**src/sv/bst_pkg.sv**
```systemverilog
`timescale 1ns / 1ps
// Shared types and constants for the byte stream tokenizer.
// No dependencies; imported by bst_lexer, bst_res_fifo and byte_stream_tokenizer.
package bst_pkg;

	localparam int OFFSET_BITS_DEF = 16;
	localparam int RES_DEPTH       = 4;

	localparam logic [7:0] CH_QUOTE  = 8'h22;
	localparam logic [7:0] CH_EQ     = 8'h3D;
	localparam logic [7:0] CH_COLON  = 8'h3A;
	localparam logic [7:0] CH_SPACE  = 8'h20;
	localparam logic [7:0] CH_NL     = 8'h0A;
	localparam logic [7:0] CH_PLUS   = 8'h2B;
	localparam logic [7:0] CH_LPAREN = 8'h28;
	localparam logic [7:0] CH_RPAREN = 8'h29;
	localparam logic [7:0] CH_LBRACE = 8'h7B;
	localparam logic [7:0] CH_RBRACE = 8'h7D;
	localparam logic [7:0] CH_COMMA  = 8'h2C;
	localparam logic [7:0] CH_SEMI   = 8'h3B;
	localparam logic [7:0] CH_DOT    = 8'h2E;

	typedef enum logic [3:0] {
		KIND_SYMBOL = 4'd0,
		KIND_EQ     = 4'd1,
		KIND_EQEQ   = 4'd2,
		KIND_DCOLON = 4'd3,
		KIND_PLUS   = 4'd4,
		KIND_STRING = 4'd5,
		KIND_LPAREN = 4'd6,
		KIND_RPAREN = 4'd7,
		KIND_LBRACE = 4'd8,
		KIND_RBRACE = 4'd9,
		KIND_COMMA  = 4'd10,
		KIND_SEMI   = 4'd11,
		KIND_DOT    = 4'd12
	} kind_t;

	typedef enum logic [1:0] {
		ERR_NONE    = 2'd0,
		ERR_UNTERM  = 2'd1,
		ERR_COLON   = 2'd2
	} err_t;

	typedef struct packed {
		kind_t       kind;
		logic [15:0] start;
		logic [15:0] length;
		err_t        err;
		logic        last;
	} res_t;

	// Results produced by one accepted byte, in order
	typedef struct packed {
		logic [1:0] count;
		res_t       r0;
		res_t       r1;
	} push_t;

endpackage

```
**src/sv/bst_lexer.sv**
```systemverilog
`timescale 1ns / 1ps
// Tokenizer state and per-byte decode: mode, pending token and byte offset.
// Depends on bst_pkg; produces up to two results per accepted byte.
module bst_lexer
	import bst_pkg::*;
#(
	parameter int OFFSET_BITS = OFFSET_BITS_DEF
) (
	input  logic       clk,
	input  logic       arst_n,
	input  logic       step,
	input  logic [7:0] char_byte,
	input  logic       end_of_text,
	output push_t      push
);

	typedef logic [OFFSET_BITS-1:0] off_t;

	typedef enum logic [2:0] {
		MODE_IDLE   = 3'd0,
		MODE_SYMBOL = 3'd1,
		MODE_EQ     = 3'd2,
		MODE_COLON  = 3'd3,
		MODE_STRING = 3'd4,
		MODE_ERROR  = 3'd5
	} mode_t;

	typedef struct packed {
		logic  v;
		kind_t kind;
		off_t  start;
		off_t  len;
		err_t  err;
	} emit_t;

	localparam off_t OFF_MAX = {OFFSET_BITS{1'b1}};
	localparam off_t OFF_ONE = OFFSET_BITS'(1);
	localparam off_t OFF_TWO = OFFSET_BITS'(2);

	mode_t mode_q, mode_d;
	off_t  ps_q, ps_d;
	off_t  pl_q, pl_d;
	off_t  bp_q, bp_d;

	emit_t ea, eb, ec;
	logic  begin_now;
	logic  is_space, is_single, is_sym;
	kind_t single_kind;
	emit_t first, second;

	function automatic off_t sat_inc(input off_t v);
		return (v == OFF_MAX) ? OFF_MAX : v + OFF_ONE;
	endfunction

	function automatic logic [15:0] to16(input off_t v);
		logic [47:0] w;
		w = 48'(v);
		return w[15:0];
	endfunction

	function automatic res_t to_res(input emit_t e, input logic last);
		res_t r;
		r.kind   = e.kind;
		r.start  = to16(e.start);
		r.length = to16(e.len);
		r.err    = e.err;
		r.last   = last;
		return r;
	endfunction

	always_comb begin
		is_single   = 1'b1;
		single_kind = KIND_SYMBOL;
		case (char_byte)
			CH_PLUS:   single_kind = KIND_PLUS;
			CH_LPAREN: single_kind = KIND_LPAREN;
			CH_RPAREN: single_kind = KIND_RPAREN;
			CH_LBRACE: single_kind = KIND_LBRACE;
			CH_RBRACE: single_kind = KIND_RBRACE;
			CH_COMMA:  single_kind = KIND_COMMA;
			CH_SEMI:   single_kind = KIND_SEMI;
			CH_DOT:    single_kind = KIND_DOT;
			default:   is_single = 1'b0;
		endcase
		is_space = char_byte inside {CH_SPACE, CH_NL};
		is_sym   = !is_space && !is_single &&
			!(char_byte inside {CH_QUOTE, CH_EQ, CH_COLON});
	end

	always_comb begin
		mode_d    = mode_q;
		ps_d      = ps_q;
		pl_d      = pl_q;
		bp_d      = sat_inc(bp_q);
		ea        = '0;
		eb        = '0;
		ec        = '0;
		begin_now = 1'b0;

		case (mode_q)
			MODE_SYMBOL: begin
				if (is_sym) begin
					pl_d = sat_inc(pl_q);
				end else begin
					ea = '{1'b1, KIND_SYMBOL, ps_q, pl_q, ERR_NONE};
					begin_now = 1'b1;
				end
			end
			MODE_EQ: begin
				if (char_byte == CH_EQ) begin
					ea = '{1'b1, KIND_EQEQ, ps_q, OFF_TWO, ERR_NONE};
					mode_d = MODE_IDLE;
				end else begin
					ea = '{1'b1, KIND_EQ, ps_q, OFF_ONE, ERR_NONE};
					begin_now = 1'b1;
				end
			end
			MODE_COLON: begin
				if (char_byte == CH_COLON) begin
					ea = '{1'b1, KIND_DCOLON, ps_q, OFF_TWO, ERR_NONE};
					mode_d = MODE_IDLE;
				end else begin
					// lone colon: drop this byte and discard until end of text
					ea = '{1'b1, KIND_SYMBOL, ps_q, OFF_ONE, ERR_COLON};
					mode_d = MODE_ERROR;
				end
			end
			MODE_STRING: begin
				pl_d = sat_inc(pl_q);
				if (char_byte == CH_QUOTE) begin
					ea = '{1'b1, KIND_STRING, ps_q, pl_d, ERR_NONE};
					mode_d = MODE_IDLE;
				end
			end
			MODE_ERROR: begin
				mode_d = MODE_ERROR;
			end
			default: begin
				begin_now = 1'b1;
			end
		endcase

		if (begin_now) begin
			mode_d = MODE_IDLE;
			ps_d   = bp_q;
			pl_d   = OFF_ONE;
			if (is_space) begin
				ps_d = '0;
				pl_d = '0;
			end else if (char_byte == CH_QUOTE) begin
				mode_d = MODE_STRING;
			end else if (char_byte == CH_EQ) begin
				mode_d = MODE_EQ;
			end else if (char_byte == CH_COLON) begin
				mode_d = MODE_COLON;
			end else if (is_single) begin
				eb = '{1'b1, single_kind, bp_q, OFF_ONE, ERR_NONE};
			end else begin
				mode_d = MODE_SYMBOL;
			end
		end

		// close whatever is pending and restart offsets for the next text
		if (end_of_text) begin
			case (mode_d)
				MODE_SYMBOL: ec = '{1'b1, KIND_SYMBOL, ps_d, pl_d, ERR_NONE};
				MODE_EQ:     ec = '{1'b1, KIND_EQ, ps_d, OFF_ONE, ERR_NONE};
				MODE_COLON:  ec = '{1'b1, KIND_SYMBOL, ps_d, OFF_ONE, ERR_COLON};
				MODE_STRING: ec = '{1'b1, KIND_SYMBOL, ps_d, pl_d, ERR_UNTERM};
				default:     ec = '0;
			endcase
			mode_d = MODE_IDLE;
			ps_d   = '0;
			pl_d   = '0;
			bp_d   = '0;
		end
	end

	// at most two of the three emit points fire for one byte
	always_comb begin
		first  = ea.v ? ea : (eb.v ? eb : ec);
		second = ea.v ? (eb.v ? eb : ec) : ec;
		push.count = step ? (2'(ea.v) + 2'(eb.v) + 2'(ec.v)) : 2'd0;
		push.r0    = to_res(first, push.count == 2'd1);
		push.r1    = to_res(second, 1'b1);
	end

	always_ff @(posedge clk or negedge arst_n) begin
		if (!arst_n) begin
			mode_q <= MODE_IDLE;
			ps_q   <= '0;
			pl_q   <= '0;
			bp_q   <= '0;
		end else if (step) begin
			mode_q <= mode_d;
			ps_q   <= ps_d;
			pl_q   <= pl_d;
			bp_q   <= bp_d;
		end
	end

endmodule

```
**src/sv/bst_res_fifo.sv**
```systemverilog
`timescale 1ns / 1ps
// Result queue: takes up to two results per cycle, hands out one per transfer.
// Depends on bst_pkg.
module bst_res_fifo
	import bst_pkg::*;
(
	input  logic  clk,
	input  logic  arst_n,
	input  push_t push,
	output logic  space,
	output logic  out_valid,
	input  logic  out_ready,
	output res_t  out_res
);

	localparam int PW = $clog2(RES_DEPTH);
	localparam int CW = $clog2(RES_DEPTH + 1);

	res_t            mem_q [RES_DEPTH];
	logic [PW-1:0]   wr_q, rd_q;
	logic [CW-1:0]   cnt_q;
	logic            pop;

	assign out_valid = (cnt_q != '0);
	assign out_res   = mem_q[rd_q];
	assign pop       = out_valid && out_ready;
	// room for the worst case of two results from the next byte
	assign space     = (cnt_q <= CW'(RES_DEPTH - 2));

	always_ff @(posedge clk) begin
		if (push.count != 2'd0) begin
			mem_q[wr_q] <= push.r0;
		end
		if (push.count == 2'd2) begin
			mem_q[wr_q + PW'(1)] <= push.r1;
		end
	end

	always_ff @(posedge clk or negedge arst_n) begin
		if (!arst_n) begin
			wr_q  <= '0;
			rd_q  <= '0;
			cnt_q <= '0;
		end else begin
			wr_q  <= wr_q + PW'(push.count);
			rd_q  <= rd_q + PW'(pop);
			cnt_q <= cnt_q + CW'(push.count) - CW'(pop);
		end
	end

endmodule

```
**src/sv/byte_stream_tokenizer.sv**
```systemverilog
`timescale 1ns / 1ps
// Byte stream tokenizer: one text byte per transfer in, one token result per transfer out.
// A result is registered in the queue as its completing byte is taken, then offered in order.
// Throughput: one byte per cycle while the queue has room (m_axis_tready high and at most
// one result per byte); a byte's two results leave one per transfer via a 4-entry queue.
// Reset (arst_n low, asynchronous): lexer returns to idle, offsets to zero, queue empties.
module byte_stream_tokenizer
	import bst_pkg::*;
#(
	parameter int OFFSET_BITS = OFFSET_BITS_DEF
) (
	input  logic        clk,
	input  logic        arst_n,
	input  logic        s_axis_tvalid,
	output logic        s_axis_tready,
	input  logic [7:0]  s_axis_tdata,   // [7:0] char_byte
	input  logic        s_axis_tlast,   // end_of_text
	output logic        m_axis_tvalid,
	input  logic        m_axis_tready,
	output logic [31:0] m_axis_tdata,   // [15:0] token_start, [31:16] token_length
	output logic [5:0]  m_axis_tuser,   // [3:0] token_kind, [5:4] error_code
	output logic        m_axis_tlast    // last_of_run
);

	logic  in_xfer;
	push_t push;
	res_t  res;

	assign in_xfer = s_axis_tvalid && s_axis_tready;

	bst_lexer #(
		.OFFSET_BITS(OFFSET_BITS)
	) u_lexer (
		.clk        (clk),
		.arst_n     (arst_n),
		.step       (in_xfer),
		.char_byte  (s_axis_tdata),
		.end_of_text(s_axis_tlast),
		.push       (push)
	);

	bst_res_fifo u_fifo (
		.clk      (clk),
		.arst_n   (arst_n),
		.push     (push),
		.space    (s_axis_tready),
		.out_valid(m_axis_tvalid),
		.out_ready(m_axis_tready),
		.out_res  (res)
	);

	assign m_axis_tdata = {res.length, res.start};
	assign m_axis_tuser = {res.err, res.kind};
	assign m_axis_tlast = res.last;

	a_push_only_on_xfer: assert property (@(posedge clk) disable iff (!arst_n)
		!in_xfer |-> push.count == 2'd0)
		else $error("results pushed without an input transfer");

	a_single_marks_last: assert property (@(posedge clk) disable iff (!arst_n)
		push.count == 2'd1 |-> push.r0.last)
		else $error("sole result of a byte not marked last");

	a_pair_marks_last: assert property (@(posedge clk) disable iff (!arst_n)
		push.count == 2'd2 |-> push.r1.last && !push.r0.last)
		else $error("result pair has wrong last marking");

	a_stall_means_backlog: assert property (@(posedge clk) disable iff (!arst_n)
		!s_axis_tready |-> m_axis_tvalid)
		else $error("input stalled with empty result queue");

endmodule
```
**config.mk**
```make
export PLATFORM = sky130hd
export DESIGN_NAME = byte_stream_tokenizer
export DESIGN_NICKNAME = d
export VERILOG_FILES = /design/src/sv/bst_pkg.sv /design/src/sv/bst_lexer.sv /design/src/sv/bst_res_fifo.sv /design/src/sv/byte_stream_tokenizer.sv
export SDC_FILE = /design/constraint.sdc
export NUM_CORES = 1
export LEC_CHECK = 0
export BUFFER_PORTS_ARGS = -buffer_cell sky130_fd_sc_hd__buf_2
export CORE_AREA = 10 10 167 169
export DETAILED_ROUTE_END_ITERATION = 6
export DIE_AREA = 0 0 177 179
export HOLD_SLACK_MARGIN = 0.03
export PLACE_DENSITY = 0.66
export SLEW_MARGIN = 20
export SYNTH_ARGS = -nofsm -noshare
export SYNTH_HDL_FRONTEND = slang
export SYNTH_SLANG_ARGS = --single-unit
```
**constraint.sdc**
```tcl
create_clock -name clk -period 6.9 [get_ports clk]
set_clock_uncertainty 0.2 [all_clocks]
set_input_delay 1.38 -clock clk [delete_from_list [all_inputs] [get_ports clk]]
set_output_delay 1.38 -clock clk [all_outputs]
set_load 0.02 [all_outputs]
```
==> reports/metrics.yaml, run 1 <==
final_layout:
  seqCellArea_um2: 6098
  multiInputGateArea_um2: 5584
  nets: 1150
  insertedDiodeCount: 0
  area_growth_pct: 9.816
  fill_cells: 2114
  drive_above_1_share: 0.1659
yosys:
  ys_ff_latch: 214
  synth_edf_count: 152
  yosysUniqueCellTypes: 75
  ys_seq_area_frac: 0.5019
  synth_area_leader_cell: "edfxtp_1"
  postSynth.asyncResetShare: 0.2710
  syn_nets: 1148
  synthCells: 1126
  yosysWarnings: 0
  synth_top_area_share: 0.3758
  synthFlopType: "edfxtp_1"
  syn-cell-area_um2: 12150
  syn_area_per_cell_um2: 10.79
  synth_area_leaders: "edfxtp_1 38%, dfrtp_1 12%, mux4_2 7.2%"
placed_design:
  gp_congestion: 0.9367
  port_buffers: 53
  dp_hpwl_mm: 23.61
clocking:
  clk_pin_slew_ps: 70
  clockRootBuffer: "clkbuf_16"
  cts_made_buffers: 23
  post-cts-setup-buffers: 0
  clock_latency_ps: 510
  ctsLongestPathBuffers: 3
  cts-htree-levels: 1
  ctsHoldBuffers: 0
  cts.sinks: 214
  cts_resized: 0
  cts_tree: "yes"
die:
  dieArea_um2: 31680
  die-width_um: 177
  num_rows: 58
  die_h_um: 179
  core_area_um2: 24750
  start_util: 0.4908
  io_pins: 54
pwr:
  total_power_uw: 4271
  p_int_uw: 2632
  clockPowerShare: 0.277
  seqPwrFrac: 0.389
  switchingPower_uw: 1639
  peakVddDrop_uv: 250.5
  powerDensity_nw_per_um2: 320.2
  switching_share: 0.3837
  total_leakage_power_uw: 0.004426
  power_frac_comb: 0.334
sta:
  relSlewSlack: 0.2691
  max_freq_ghz: 0.1722
  hold_ws_ps: 299.9
  worstMarginPinSlew_ps: 1096
  rsz0062_at_grt: "false"
  maxSlewViolCount: 0
  finalSetupTns_ps: 0
  finalCritPeriodShare: 0.8417
  period_needed_ps: 5807
  setup_violations: 0
  hold_violations: 0
global_route:
  grtUsageTotal: 0.2242
  antenna_found_initial: 0
  grt_pass1_vias: 9471
  grt_pass1_wl_mm: 56.35
  grt_max_degree: 64
  grt-ovfl-total: 0
worst_setup_path:
  critPathBufInv: 1
  worstSetupStartpointType: "input port"
  crit_required_ps: 7030
  cp_slowest_cell: "or4_4"
  crit_type: "in2reg"
  crit_top_cell: "nand2_1"
  cpPeakStageDelay_ps: 670
  cp_max_fo: 17
  cp-end-kind: "register"
  crit_chain: "buf_2 -> or4b_4 -> or4_4 -> nand3_2 -> nand2_2 -> or4_4 -> nand2_1 -> fa_1 -> nand2_1 -> nor2_1 -> nand2_1 -> nand2_2 -> nand2_1 -> o21ai_0"
  critPathTopFamily: "simple AND/OR/NAND/NOR gates"
  cp.arrival_ps: 5940
detailed_routing:
  via_per_inst: 6.899
  first_iter_violations: 1489
  routed_wl_mm: 36.08
  wl_per_cell_um: 24.46
  num_vias: 10180
  postRouteAntennaNets: 0
  drc: 0
  first_pass_iters: 5
flow_run:
  drv_cap: 0
run_status:
  outcome: "finished clean"
min_path:
  hold_path_class: "reg2reg"
[kinds of logic (layout without fill, tap and decap cells)]
family | Yosys count | in the layout | share of synthesized area
AOI/OAI and AO/OA | 433 | 433 | 0.2442
and+or+nand+nor | 304 | 304 | 0.1251
DFF | 214 | 214 | 0.5019
buffers and inverters | 119 | 138 | 0.03997
muxes | 41 | 41 | 0.07406
adders and majority gates | 9 | 9 | 0.01051
xor gates and xnor gates | 6 | 6 | 0.004326
[layout by cell type (no fill, tap or decap), types with 7 or more instances in the layout]
| cell type | count |
|---|---|
| a211oi_1 | 9 |
| a211oi_2 | 10 |
| a21boi_0 | 18 |
| a21oi_1 | 69 |
| a22oi_1 | 15 |
| a22oi_2 | 9 |
| a31oi_1 | 21 |
| and2_1 | 8 |
| and3_1 | 19 |
| buf_2 | 53 |
| buf_4 | 25 |
| clkbuf_16 | 23 |
| dfrtp_1 | 56 |
| edfxtp_1 | 152 |
| ha_1 | 7 |
| inv_1 | 17 |
| mux4_2 | 39 |
| nand2_1 | 96 |
| nand2b_1 | 16 |
| nand3_1 | 31 |
| nand4_1 | 19 |
| nor2_1 | 59 |
| nor2b_1 | 9 |
| nor3_1 | 11 |
| o211ai_1 | 8 |
| o21ai_0 | 93 |
| o22a_1 | 8 |
| o22ai_1 | 67 |
| o32ai_1 | 64 |
[metal layers]
metal,GRT usage,wire length (µm),share of wire,vias to the layer above
met5,0,0,0,-
met2,0.3141,15210,0.42,629
met4,0.04098,518,0.014,0
met1,0.3443,15880,0.44,4987
li1,-,-,-,4508
met3,0.05497,4470,0.12,52
[through the flow]
stage | setup WS (ps) | std cells | utilization | instance area [µm²]
after global routing | 873.2 | 1475 | 0.5390 | 13340
after detailed placement | 651.9 | 1433 | 0.5105 | 12630
after CTS | 1163 | 1475 | 0.5390 | 13340
after floorplan | 444.4 | 1126 | - | 12150
final | 1093 | 1475 | 0.5390 | 13340
after global placement | 833.7 | 1433 | 0.5103 | 12630
[path summary, 6_finish.rpt]
path	start	to	slack, ps	cells after the start
worst max-delay path	s_axis_tdata[4]	u_fifo.mem_q[3][17]	1090	14
worst min-delay path	u_fifo.cnt_q[2]	u_fifo.cnt_q[2]	300	1
worst max register to register	u_lexer.mode_q[0]	u_fifo.mem_q[3][17]	1930	13
worst min register to register	u_fifo.cnt_q[2]	u_fifo.cnt_q[2]	300	1
max in group asynchronous	arst_n	u_fifo.rd_q[0]	5080	2
min in group asynchronous	arst_n	u_lexer.pl_q[11]	830	2
[layout make-up]
class,instances,area share
Clock buffer,28,0.04456
Clock inverter,14,0.008442
Inverter,17,0.004784
Multi-Input combinational cell,793,0.4186
Sequential cell,214,0.4572
Tap cell,330,0.03095
Timing Repair Buffer,79,0.03546
[synth_stat cells (all sizes together), types with 3 or more instances]
master,n
a211oi,19
a21boi,18
a21o,4
a21oi,69
a22o,5
a22oi,24
a31o,3
a31oi,21
a41oi,5
and2,9
and3,19
buf,23
clkbuf,79
dfrtp,58
dfxtp,4
edfxtp,152
ha,7
inv,17
mux4,39
nand2,101
nand2b,16
nand3,32
nand4,19
nor2,60
nor2b,9
nor3,12
nor3b,4
o2111ai,3
o211ai,8
o21ai,94
o221ai,4
o22a,8
o22ai,67
o32ai,64
or3,4
or4,3
xor2,4
[power by group through the flow]
stage               sequential [µW]  clock [µW]  combinational, µW
floorplan                      1560           0               1110
global placement               1680           0               1410
detailed placement             1680           0               1430
CTS                            1660        1190               1430
global route                   1680        1240               1540
finish                         1660        1180               1430
[flip-flops by register name, indices dropped and copies added, names as in the netlist]
name and count:
u_fifo.wr_q 2, u_fifo.rd_q 2, u_lexer.ps_q 16, u_fifo.cnt_q 3
u_lexer.pl_q 16, u_fifo.mem_q 156, u_lexer.mode_q 3, u_lexer.bp_q 16
No activity file was read; power rests on OpenSTA's default activity.
==> run 2, diff against run 1 <==
==> constraint.sdc (replaced) <==
create_clock -name clk -period 5.8 [get_ports clk]
set_clock_uncertainty 0.2 [all_clocks]
set_input_delay 1.16 -clock clk [delete_from_list [all_inputs] [get_ports clk]]
set_output_delay 1.16 -clock clk [all_outputs]
set_load 0.02 [all_outputs]
==> reports/metrics.yaml, run 2 (same netlist as run 1, synthesis figures left out) <==
worst_setup_path:
  worstSetupStartpointType: "input port"
  cp-end-kind: "register"
  r2r_start: "u_lexer.mode_q[0]"
  crit_type: "in2reg"
  critical_path.startpoint: "s_axis_tdata[4]"
  cp.arrival_ps: 5080  # -860 ps
  cp_max_fo: 36  # +19
  crit_required_ps: 5830  # -1200 ps
placed_design:
  gp_congestion: 0.9293  # -0.79%
  port_buffers: 53  # unchanged
  dp_hpwl_mm: 23.75  # +0.58%
  placed_cells: 1445  # +0.84%
sta:
  relSlewSlack: 0.2470  # -0.02212
  setup_violations: 0  # unchanged
  hold_violations: 0  # unchanged
  worstMarginPinSlew_ps: 1130  # +33.18 ps
  finalSetupTns_ps: 0  # unchanged
  max_freq_ghz: 0.1977
  maxSlewViolCount: 0  # unchanged
  period_needed_ps: 5057
  rsz0062_at_grt: "false"
  finalCritPeriodShare: 0.8720
pwr:
  total_leakage_power_uw: 0.004535  # +2.5%
  peakVddDrop_uv: 239.9  # -4.3%
  total_power_uw: 5303  # +24%
  powerDensity_nw_per_um2: 391.2  # +22%
clocking:
  clk_pin_slew_ps: 60  # about the same
  post-cts-setup-buffers: 0  # unchanged
  clockRootBuffer: "clkbuf_16"
  ctsHoldBuffers: 0  # unchanged
  ctsLongestPathBuffers: 3  # unchanged
  cts_tree: "yes"
  cts-htree-levels: 1  # unchanged
  clock_latency_ps: 520  # about the same
  cts_made_buffers: 24  # +4.3%
  cts_resized: 0  # unchanged
  cts.sinks: 214  # unchanged
run_status:
  outcome: "finished clean"
detailed_routing:
  routed_wl_mm: 36.64  # +1.6%
  wl_per_cell_um: 24.61  # +0.60%
  num_vias: 10180  # +0.039%
  first_pass_iters: 6  # +1
  first_iter_violations: 1697  # +14%
  postRouteAntennaNets: 0  # unchanged
  drc: 0  # unchanged
  via_per_inst: 6.837  # -0.90%
global_route:
  grtUsageTotal: 0.2286  # +0.004425
  grt_pass1_wl_mm: 57.26  # +1.6%
  grt_pass1_vias: 9638  # +1.8%
  antenna_found_initial: 0  # unchanged
  grt_max_degree: 64  # unchanged
  grt-ovfl-total: 0  # unchanged
die:
  io_pins: 54  # unchanged
  die-width_um: 177  # unchanged
  dieArea_um2: 31680  # unchanged
  core_area_um2: 24750  # unchanged
  die_h_um: 179  # unchanged
  start_util: 0.4908  # unchanged
  num_rows: 58  # unchanged
final_layout:
  largest_register_ffs: 156  # unchanged
  stdcell_count: 1489  # +0.95%
  insertedDiodeCount: 0  # unchanged
  final_cell_mix: "152 x edfxtp_1, 95 x nand2_1, 93 x o21ai_0"
  area_growth_pct: 11.59
  nets: 1163  # +1.1%
  largest-register: "u_fifo.mem_q"
  finish.utilization: 0.5477  # +0.008697
  drive_above_1_share: 0.1769  # +0.01094
  final_common_cell: "edfxtp_1"
flow_run:
  drv_cap: 0  # unchanged
min_path:
  min-delay-start: "u_fifo.cnt_q[2]"
  hold_path_class: "reg2reg"
run 2: cell count changes in the layout (fill, tap and decap cells not counted), moves of 2 or more:
cell / before / now
buf_4: 25 / 35
bufinv_16: 1 / 3
buf_12: 1 / 3
nand2_2: 5 / 3
clkbuf_16: 23 / 25
clkinv_4: 3 / 1
clkinv_2: 1 / 4
nand2_4: 0 / 3
run 2: layout make-up:
cell class	count	area, µm²
inverters	17	63.81
flip-flops and latches	214	6098
repair buffers	91	588.1
clock inverters	15	157.7
well taps	330	412.9
clock buffers	29	640.6
fillers	2102	11190
multi-input cells	793	5593
run 2: layer usage:
metal | global-route usage | wire length, µm | share of wire
met1 | 0.3295 | 15300 | 0.42
met2 | 0.3352 | 15930 | 0.43
met3 | 0.06297 | 4696 | 0.13
met4 | 0.05394 | 706 | 0.019
met5 | 0 | 0 | 0
run 2: stage by stage:
stage               area (µm²)  hold slack (ps)  worst slack [ps]
CTS                      13550            294.3             800.8
floorplan                12170            260.4             35.38
global placement         12760            276.2             322.2
global route             13550            336.9             536.2
finish                   13550            290.6             742.5
detailed placement       12760            284.9             274.7
run 2: worst max-delay path, cell delays in order:
cell,delay (ps)
buf_2,140
or4b_4,570
or4_4,500
nand3_2,100
nand2_2,70
or4_4,520
nand2_1,210
fa_1,560
nor2_1,130
nor2_1,90
nand3_1,200
buf_4,460
o21ai_0,130
nand3_1,100
o221ai_1,130
run 2: final timing paths:
| path | end | cells past startpoint | slack, ps |
|---|---|---|---|
| setup reg to reg | u_fifo.mem_q[3][3] | 14 | 1370 |
| max in group asynchronous | u_fifo.rd_q[0] | 2 | 4180 |
| min in group asynchronous | u_lexer.pl_q[2] | 2 | 620 |
| setup / recovery | u_fifo.mem_q[3][3] | 15 | 740 |
| hold / removal | u_fifo.cnt_q[2] | 1 | 290 |
| hold reg to reg | u_fifo.cnt_q[2] | 1 | 290 |
run 2: report_power, final:
| group | switching, µW | leakage [µW] | total (µW) | internal (µW) |
|---|---|---|---|---|
| clock network | 630 | 0.000386 | 1550 | 922 |
| registers | 242 | 0.00222 | 2020 | 1780 |
| logic | 1120 | 0.00193 | 1730 | 610 |
| total | 1990 | 0.00454 | 5300 | 3310 |
==> run 3, diff against run 2 <==
--- a/config.mk
+++ b/config.mk
@@ -6,11 +6,12 @@
 export NUM_CORES = 1
 export LEC_CHECK = 0
 export BUFFER_PORTS_ARGS = -buffer_cell sky130_fd_sc_hd__buf_2
-export CORE_AREA = 10 10 167 169
+export CORE_AREA = 10 10 191 148
 export DETAILED_ROUTE_END_ITERATION = 6
-export DIE_AREA = 0 0 177 179
+export DIE_AREA = 0 0 201 158
 export HOLD_SLACK_MARGIN = 0.03
-export PLACE_DENSITY = 0.66
+export PLACE_DENSITY = 0.67
+export REMOVE_ABC_BUFFERS = 1
 export SLEW_MARGIN = 20
 export SYNTH_ARGS = -nofsm -noshare
 export SYNTH_HDL_FRONTEND = slang
==> reports/metrics.yaml, run 3 (same netlist as run 1, synthesis figures left out) <==
detailed_routing:
  met1Wirelength_mm: 16.64  # +8.7%
  via_per_inst: 6.908  # +1.0%
  routed_wl_mm: 37.59  # +2.6%
  wl_met2_mm: 15.12  # -5.1%
  wl_per_cell_um: 25.16  # +2.2%
  num_vias: 10320  # +1.4%
  postRouteAntennaNets: 0  # unchanged
  topRoutingLayerUsed: "met4"
  wl_met3_mm: 4.800  # +2.2%
  first_pass_iters: 7  # +1
  first_iter_violations: 1475  # -13%
  drc: 11  # +11
worst_setup_path:
  crit_required_ps: 5930  # +100 ps
  cp_max_fo: 15  # -58%
  cp.arrival_ps: 5260  # +180 ps
  crit_type: "in2reg"
  r2r_start: "u_lexer.mode_q[0]"
  timing.rr.end: "u_fifo.mem_q[0][18]"
  r2r_setup_slack_ps: 1280  # -90 ps
  cp-end-kind: "register"
  reg2reg_depth: 12  # -2
  worstSetupStartpointType: "input port"
die:
  start_util: 0.4940  # +0.003197
  die_h_um: 158  # -12%
  die-width_um: 201  # +14%
  dieArea_um2: 31760  # +0.24%
  num_rows: 50  # -14%
  core_area_um2: 24590  # -0.65%
  io_pins: 54  # unchanged
run_status:
  violations: "DRC"
  outcome: "complete, but fails checks"
final_layout:
  fin_area_um2: 13430  # -0.91%
  seqCellArea_um2: 6103  # about the same
  multiInputGateArea_um2: 5583  # -0.18%
  stdcell_count: 1494  # +0.34%
  drive_above_1_share: 0.1756  # -0.001271
  nets: 1161  # -0.17%
  largest_register_ffs: 156  # unchanged
  fill_cells: 2144  # +2.0%
  insertedDiodeCount: 0  # unchanged
  final_cell_mix: "152 x edfxtp_1, 95 x nand2_1, 93 x o21ai_0"
  final_common_cell: "edfxtp_1"
  area_growth_pct: 10.57
  largest-register: "u_fifo.mem_q"
clocking:
  ctsHoldBuffers: 0  # unchanged
  clockRootBuffer: "clkbuf_16"
  cts-htree-levels: 1  # unchanged
  cts_tree: "yes"
  cts.sinks: 214  # unchanged
  cts_resized: 0  # unchanged
  clk_pin_slew_ps: 60  # about the same
  post-cts-setup-buffers: 0  # unchanged
  clock_latency_ps: 530  # about the same
  ctsLongestPathBuffers: 3  # unchanged
  cts_made_buffers: 23  # -4.2%
flow_run:
  drv_cap: 0  # unchanged
sta:
  finalCritPeriodShare: 0.8850  # +0.01304
  finalSetupTns_ps: 0  # unchanged
  relSlewSlack: 0.2895  # +0.04257
  rsz0062_at_grt: "false"
  worstMarginPinSlew_ps: 1061  # -68.81 ps
  maxSlewViolCount: 0  # unchanged
  period_needed_ps: 5133  # +75.62 ps
  max_freq_ghz: 0.1948  # -1.5%
  setup_violations: 0  # unchanged
  hold_violations: 0  # unchanged
global_route:
  grtUsageTotal: 0.2323  # +0.003623
  antenna_found_initial: 0  # unchanged
  grt_max_degree: 63  # -1.6%
  grt_pass1_vias: 9725  # +0.90%
  grt-ovfl-total: 0  # unchanged
  grt_pass1_wl_mm: 58.52  # +2.2%
placed_design:
  port_buffers: 53  # unchanged
  placed_cells: 1452  # +0.48%
  gp_congestion: 0.9271  # -0.24%
  dp_hpwl_mm: 23.70  # -0.21%
  placed_area_um2: 12710  # -0.35%
pwr:
  peakVddDrop_uv: 254.2  # +6.0%
  total_leakage_power_uw: 0.004481  # -1.2%
  total_power_uw: 5233  # -1.3%
  powerDensity_nw_per_um2: 389.7  # -0.40%
min_path:
  min_to: "u_fifo.cnt_q[2]"
  min_path_cells: 1  # unchanged
  min-delay-start: "u_fifo.cnt_q[2]"
  hold_path_class: "reg2reg"
## run 3: worst max-delay path by stage
stage	startpoint	end	cells past startpoint
2_1_floorplan	s_axis_tdata[1]	u_fifo.mem_q[3][17]	13
4_1_cts	s_axis_tdata[4]	u_fifo.mem_q[2][14]	13
6_report	s_axis_tdata[4]	u_fifo.mem_q[0][18]	13
5_1_grt	s_axis_tdata[4]	u_fifo.mem_q[0][18]	14
3_3_place_gp	s_axis_tdata[4]	u_fifo.mem_q[2][8]	13
3_5_place_dp	s_axis_tdata[4]	u_fifo.mem_q[2][8]	13
## run 3: per-stage QoR
stage	setup WS, ps	hold WS, ps	utilization
2_1_floorplan	-1903	260.4	-
3_5_place_dp	290.2	280.7	0.5170
5_1_grt	354.6	318.5	0.5463
4_1_cts	810.9	290.1	0.5461
3_3_place_gp	357.6	281.3	0.5170
6_report	666.9	283.8	0.5463
## run 3: power breakdown
group	switching [µW]	internal, µW	total, µW	leakage [µW]
clock network	617	797	1410	0.000348
logic	1170	600	1770	0.00191
registers	271	1780	2050	0.00222
## run 3: layout make-up
class                           instances  share of cell area
Sequential cell                       214              0.4544
Multi-Input combinational cell        793              0.4157
Clock inverter                         11            0.007360
Inverter                               17            0.004751
Clock buffer                           31             0.04584
Timing Repair Buffer                   90             0.04043
Tap cell                              338             0.03149
## run 3: critical path: stages
cell	delay (ps)
buf_2	150
or4b_4	570
or4_4	490
nand3_2	100
nand2_2	70
or4_4	510
nand2_1	220
fa_1	580
nor2_1	290
nand3_1	160
nand2_2	140
nand2_1	470
o22ai_1	330
## run 3: metal layers
| layer | vias up | GRT usage |
|---|---|---|
| li1 | 4537 | - |
| met1 | 5022 | 0.3387 |
| met2 | 673 | 0.3220 |
| met3 | 89 | 0.07067 |
| met4 | 0 | 0.07122 |
| met5 | - | 0 |
